$ cat src/prq_pkg.sv
`timescale 1ns / 1ps
package prq_pkg;
	localparam int NUM_LEVELS_DEF = 256;
	localparam int NUM_TASKS_DEF = 32;
	localparam int KIND_W = 2;
	localparam int TASK_W = 5;
	localparam int PRIO_W = 8;
	localparam int STATUS_W = 2;

	localparam logic [KIND_W-1:0] KIND_INIT = 2'd0;
	localparam logic [KIND_W-1:0] KIND_ADD = 2'd1;
	localparam logic [KIND_W-1:0] KIND_REMOVE = 2'd2;
	localparam logic [KIND_W-1:0] KIND_PICK = 2'd3;

	localparam logic [STATUS_W-1:0] ST_OK = 2'd0;
	localparam logic [STATUS_W-1:0] ST_NOT_QUEUED = 2'd1;
	localparam logic [STATUS_W-1:0] ST_ALREADY = 2'd2;

	typedef struct packed {
		logic [KIND_W-1:0] kind;
		logic [TASK_W-1:0] task_id;
		logic [PRIO_W-1:0] prio;
	} cmd_t;

	typedef struct packed {
		logic [STATUS_W-1:0] status;
		logic found;
		logic [TASK_W-1:0] chosen_task;
		logic [PRIO_W-1:0] chosen_level;
	} rsp_t;
endpackage

$ cat src/prq_cmd_fifo.sv
`timescale 1ns / 1ps
// two-entry command queue between the front end and the executor
module prq_cmd_fifo (
	input logic clk,
	input logic arst_n,
	input logic in_valid,
	output logic in_ready,
	input prq_pkg::cmd_t in_cmd,
	output logic out_valid,
	input logic out_ready,
	output prq_pkg::cmd_t out_cmd
);
	prq_pkg::cmd_t mem_q [2];
	logic wr_q, rd_q;
	logic [1:0] cnt_q;
	logic push, pop;

	assign in_ready = (cnt_q != 2'd2);
	assign out_valid = (cnt_q != 2'd0);
	assign out_cmd = mem_q[rd_q];
	assign push = in_valid && in_ready;
	assign pop = out_valid && out_ready;

	always_ff @(posedge clk) begin
		if (push) mem_q[wr_q] <= in_cmd;
	end

	always_ff @(posedge clk or negedge arst_n) begin
		if (!arst_n) begin
			wr_q <= 1'b0;
			rd_q <= 1'b0;
			cnt_q <= 2'd0;
		end else begin
			if (push) wr_q <= ~wr_q;
			if (pop) rd_q <= ~rd_q;
			cnt_q <= cnt_q + {1'b0, push} - {1'b0, pop};
		end
	end

	a_cnt_max: assert property (@(posedge clk) disable iff (!arst_n) cnt_q <= 2'd2)
		else $error("fifo count overflow");
	a_pop_nonempty: assert property (@(posedge clk) disable iff (!arst_n)
		pop |-> cnt_q != 2'd0) else $error("pop from empty fifo");
	a_push_room: assert property (@(posedge clk) disable iff (!arst_n)
		(cnt_q == 2'd2 && !pop) |=> cnt_q == 2'd2) else $error("fifo lost entry");
endmodule

$ cat config.mk
export PLATFORM = sky130hd
export DESIGN_NAME = prq_cmd_fifo
export DESIGN_NICKNAME = d
export VERILOG_FILES = /design/src/prq_pkg.sv /design/src/prq_cmd_fifo.sv
export SDC_FILE = /design/constraint.sdc
export NUM_CORES = 1
export LEC_CHECK = 0
export ABC_AREA = 1
export BUFFER_PORTS_ARGS = -buffer_cell sky130_fd_sc_hd__buf_2
export CAP_MARGIN = 20
export CELL_PAD_IN_SITES_DETAIL_PLACEMENT = 1
export CELL_PAD_IN_SITES_GLOBAL_PLACEMENT = 1
export CORE_MARGIN = 10
export CORE_UTILIZATION = 40
export DETAILED_ROUTE_END_ITERATION = 8
export PLACE_DENSITY = 0.83
export SLEW_MARGIN = 40
export SYNTH_ARGS = -nofsm -noshare
export SYNTH_HDL_FRONTEND = slang
export SYNTH_SLANG_ARGS = --single-unit
export TNS_END_PERCENT = 20
$ cat constraint.sdc
create_clock -name clk -period 2.05 [get_ports clk]
set_clock_uncertainty 0.2 [all_clocks]
set_input_delay 0.205 -clock clk [delete_from_list [all_inputs] [get_ports clk]]
set_output_delay 0.205 -clock clk [all_outputs]
set_load 0.1 [all_outputs]
==> impl_metrics.yaml, run 1 <==
outcome:
  status: "finished clean"
timing:
  rsz0062_at_grt: "false"
  relSlewSlack_pct: 67.1
  fmax_ghz: 0.527
  tns_ns: 0
  hold_viol_final: 0
  worst_pin_slew_ns: 0.498
  maxSlewViolCount: 0
  min_period_over_period_pct: 92.5
  setup_viol: 0
  period_needed_ns: 1.90
synth:
  syn_avg_cell_area_um2: 12.3
  synth_area_um2: 1360
  ys_seq_area_share_pct: 73.8
  synth_area_leaders: "edfxtp_1 (66%), nand2_1 (15%), dfrtp_1 (7.4%)"
  synth_top_family_by_area: "simple AND/OR/NAND/NOR gates"
  syn_inst: 110
  synth.mux.area_fraction_pct: 0
  synth_compound_area_share_pct: 0
  yosysTopAreaCell: "edfxtp_1"
  yosysWarnings: 0
  synth_fa_ha_area_share_pct: 1.85
  synth_fp_nets: 131
  post_synth_and_or_nand_nor_area_fraction_pct: 18.4
  ys_seq_elements: 34
  synth.distinct_cells: 11
  synth_top_cell_area_share_pct: 66.4
  synth_xor_area_share_pct: 0
layout:
  final_common_cell: "nand2_1"
  drive_gt1_share_pct: 30.4
  final_cell_mix: "nand2_1 (52), edfxtp_1 (30), buf_2 (20)"
  diodes: 0
  nets: 191
  utilization_pct: 62.1
  synthToLayoutAreaGrowth_pct: 51.5
detailed_routing:
  dr.pass1.iters: 4
  route.detailed.drc: 0
  wl_per_cell_um: 15.9
  dr_total_vias: 995
  viasPerCell: 4.59
  routed_wl_mm: 3.45
  ant_nets: 0
  first_iter_violations: 61
clocking:
  cts.sinks: 34
  cts_buffers: 5
  post-cts-setup-buffers: 0
  cts_root_buffer: "clkbuf_4"
  cts_buffer_depth: 2
  cts_tree: "done"
  clk_pin_slew_worst_paths_ns: 0.09
  cts_max_level: 2
  clk-insertion-delay-late_ns: 0.33
setup_path:
  r2r_slack_ns: 0.35
  ff2ff_path_depth: 10
  cpPeakStageDelay_ns: 0.56
  cp_slowest_cell: "dfrtp_2"
  reg2reg_to: "cnt_q[1]"
  cp-start-kind: "flop"
  cp_num_buf_inv: 2
  r2r-start: "cnt_q[0]"
  crit_chain: "inv_6 -> nand2_2 -> nand2_1 -> buf_12"
  worstPathMaxFanout: 17
  crit_required_ns: 1.64
  critical-path-top-delay-family: "flip-flops"
  cp-end-kind: "output pin"
  arrival_ns: 1.49
  critPathKind: "reg -> out"
global_route:
  grt_pass1_vias: 1186
  antenna_found_initial: 0
  grt-busiest-layer: "met2"
  grtUsageMet1_pct: 11.3
  grt_start_max_net_pins: 18
  grt_overflow: 0
  grt_pass1_wl_mm: 5.67
  grtUsageMet3_pct: 4.21
  grt_use_total_pct: 12.0
  grt_util_met2_pct: 22.5
min_path:
  hold_path_depth: 2
  hold_class: "reg -> reg"
  min_to: "wr_q"
  hp-start: "wr_q"
placed_design:
  place_hpwl_mm: 2.43
  portBuffers: 35
  place_congestion: 0.635
die:
  rows: 21
  die-area_um2: 6120
  die_y_um: 78.2
  die_x_um: 78.2
  ios: 36
  start_util_pct: 41.0
  core_um2: 3310
flow_run:
  maxCapViolations: 0
## cells in the mapped netlist
cell / instances
nand2_1: 53
edfxtp_1: 30
inv_1: 8
nand2_2: 5
dfrtp_1: 4
nand3_1: 3
buf_6: 2
ha_1: 2
buf_12: 1
inv_6: 1
nor2_1: 1
## cells by family after synthesis
logic type	count (synthesis)
adders and majority gates	2
DFF	34
buffers and inverters	12
and+or+nand+nor	62
## routing by layer
metal / wire [um] / vias up / share of wire [%]
li1: - / 479 / -
met2: 1880 / 30 / 54
met1: 1310 / 481 / 38
met4: 52 / 0 / 1.5
met3: 204 / 5 / 5.9
met5: 0 / - / 0
## worst max-delay path by stage
| stage | slack [ns] | start | cells after the start | endpoint |
|---|---|---|---|---|
| after floorplan | -0.17 | cnt_q[1] | 10 | cnt_q[1] |
| after global placement | 0.33 | rd_q | 4 | out_cmd[0] |
| after detailed placement | 0.29 | rd_q | 4 | out_cmd[13] |
| after CTS | 0.11 | rd_q | 4 | out_cmd[13] |
| after global routing | 0.08 | rd_q | 4 | out_cmd[7] |
| final | 0.15 | rd_q | 4 | out_cmd[13] |
## flip-flops by register name, indices dropped and copies added, names as in the netlist
signal	count
rd_q	1
cnt_q	2
wr_q	1
mem_q	30
## timing repair
| action | 4_1_cts | 5_1_grt |
|---|---|---|
| resized for setup | 1 | 0 |
| hold buffers | 19 | 0 |
| endpoints found under the hold margin | 36 | 0 |
| endpoints found under the setup margin | 15 | 0 |
## area by class of cell
cell class,instances,area [um2]
clock buffer,8,58.8
fill,352,1260
tap,46,57.6
timing repair buffer,56,618
multi-input combinational,64,279
sequential,34,1000
inverter,9,38.8
## through the flow
step                setup WS [ns]  instances  hold WS, ns  instance area (um2)
finish                      0.154        217        0.310                 2050
floorplan                  -0.169        110       -0.291                 1360
CTS                         0.112        217        0.303                 2050
detailed placement          0.289        190       -0.184                 1800
global placement            0.328        190       -0.185                 1800
global route               0.0764        217        0.335                 2050
## worst min-delay path, stage by stage, from the launching register on
cell and delay, ns:
dfrtp_1 0.37, nand2_1 0.06, nand2_1 0.05
Power of run 1 is left out: the tool's default activity adds up to more than one toggle a clock period on the data nets, which glitch-free logic cannot reach.
==> run 2: changes to the inputs <==
==> constraint.sdc (replaced) <==
create_clock -name clk -period 2.07 [get_ports clk]
set_clock_uncertainty 0.2 [all_clocks]
set_input_delay 0.207 -clock clk [delete_from_list [all_inputs] [get_ports clk]]
set_output_delay 0.207 -clock clk [all_outputs]
set_load 0.1 [all_outputs]
==> run 2 against run 1 <==
Highest routed layer unchanged. Sequential share of layout area is 0.42 points higher. First-iteration DRC count is 11% lower. Count of clock-buffer cells in the layout is 3 lower. Worst hold slack worse by 0.027 ns. Worst setup slack better by 0.040 ns. Routed wire length is 1.5% lower. Flip-flop and latch count stayed put. Final area is 0.85% lower. Critical endpoint is now out_cmd[7]. Critical path depth stayed put. Utilization is 0.53 points lower.
==> impl_metrics.yaml, run 2 (same netlist as run 1, synthesis figures left out) <==
layout:
  drive_gt1_share_pct: 30.2
  fill_cells: 358
  utilization_pct: 61.5
  reg.largest.list: "mem_q: 30 flops, cnt_q: 2 flops"
  multi_input_area_um2: 279
  final_common_cell: "nand2_1"
  seqCellArea_um2: 1000
  final_cell_mix: "nand2_1 (52), edfxtp_1 (30), buf_2 (20)"
  largest_reg_flops: 30
  diodes: 0
  synthToLayoutAreaGrowth_pct: 50.2
  top_register: "mem_q"
  postLayoutCellArea_um2: 2040
  nets: 191
min_path:
  hp-start: "wr_q"
  hold_class: "reg -> reg"
detailed_routing:
  dr_total_vias: 974
  wl_per_cell_um: 15.8
  first_iter_violations: 54
  route.detailed.drc: 0
  ant_nets: 0
  dr.pass1.iters: 4
  viasPerCell: 4.53
  routed_wl_mm: 3.40
setup_path:
  cp_common_cell: "nand2_1"
  worstPathMaxFanout: 17
  r2r-start: "cnt_q[1]"
  critPathLaunch: "rd_q"
  cp-start-kind: "flop"
  crit_required_ns: 1.66
  arrival_ns: 1.47
  cp-end-kind: "output pin"
  cp_slowest_cell: "dfrtp_2"
  critPathKind: "reg -> out"
  crit_chain: "inv_6 -> nand2_1 -> nand2_1 -> buf_12"
  cpPeakStageDelay_ns: 0.55
outcome:
  status: "finished clean"
clocking:
  cts.sinks: 34
  post-cts-setup-buffers: 0
  cts_buffer_depth: 2
  clk-insertion-delay-late_ns: 0.33
  cts_max_level: 2
  cts_tree: "done"
  clk_pin_slew_worst_paths_ns: 0.09
  cts_root_buffer: "clkbuf_4"
  cts_buffers: 5
die:
  start_util_pct: 41.0
  die_y_um: 78.2
  rows: 21
  ios: 36
  core_um2: 3310
  die_x_um: 78.2
  die-area_um2: 6120
global_route:
  grt_pass1_vias: 1136
  grt_overflow: 0
  grt_start_max_net_pins: 18
  grt_use_total_pct: 12.0
  antenna_found_initial: 0
  grt_pass1_wl_mm: 5.66
timing:
  rsz0062_at_grt: "false"
  relSlewSlack_pct: 67.5
  period_needed_ns: 1.88
  maxSlewViolCount: 0
  fmax_ghz: 0.533
  setup_viol: 0
  whs_ns: 0.283
  worst_slack_ns: 0.194
  hold_viol_final: 0
  worst_pin_slew_ns: 0.490
  min_period_over_period_pct: 90.7
placed_design:
  portBuffers: 35
  place_hpwl_mm: 2.34
  place_congestion: 0.634
  pre_cts_ws_ns: 0.330
  placed_area_um2: 1800
flow_run:
  maxCapViolations: 0
==> run 2: stage by stage <==
step,cells,TNS (ns)
finish,215,0
global route,215,0
CTS,215,0
detailed placement,190,0
global placement,190,0
floorplan,110,-0.263
==> run 2: area by class of cell <==
type | count | area share [%]
Multi-Input combinational cell | 64 | 13.7
Tap cell | 46 | 2.83
Sequential cell | 34 | 49.2
Clock buffer | 5 | 1.84
Timing Repair Buffer | 56 | 30.3
Clock inverter | 1 | 0.184
Inverter | 9 | 1.90
==> run 2: metal layers <==
layer / vias up / track usage (%) / part of all wire (%)
li1: 472 / - / -
met1: 468 / 12.2 / 37
met2: 30 / 21.5 / 54
met3: 4 / 5.81 / 7.5
met4: 0 / 3.23 / 0.94
met5: - / 0 / 0
==> run 2: worst max-delay path: cells and delay by family, from the launching register on <==
kind          cells  cell delay [ns]
simple gates      2             0.19
flops             1             0.55
buf+inv           2             0.39
==> run 2: final timing paths <==
path / end / slack, ns / cells after the start
setup reg to reg: cnt_q[1] / 0.37 / 10
hold / removal: wr_q / 0.28 / 2
max in group asynchronous: rd_q / 0.90 / 3
hold reg to reg: wr_q / 0.28 / 2
min in group asynchronous: cnt_q[1] / 0.58 / 3
setup / recovery: out_cmd[7] / 0.19 / 4
==> run 2: what timing repair did <==
action,in CTS,in global routing
resized for setup,1,0
setup endpoints to repair,15,0
hold buffers,19,0
endpoints found under the hold margin,36,0
Power of run 2 is left out for the same reason.
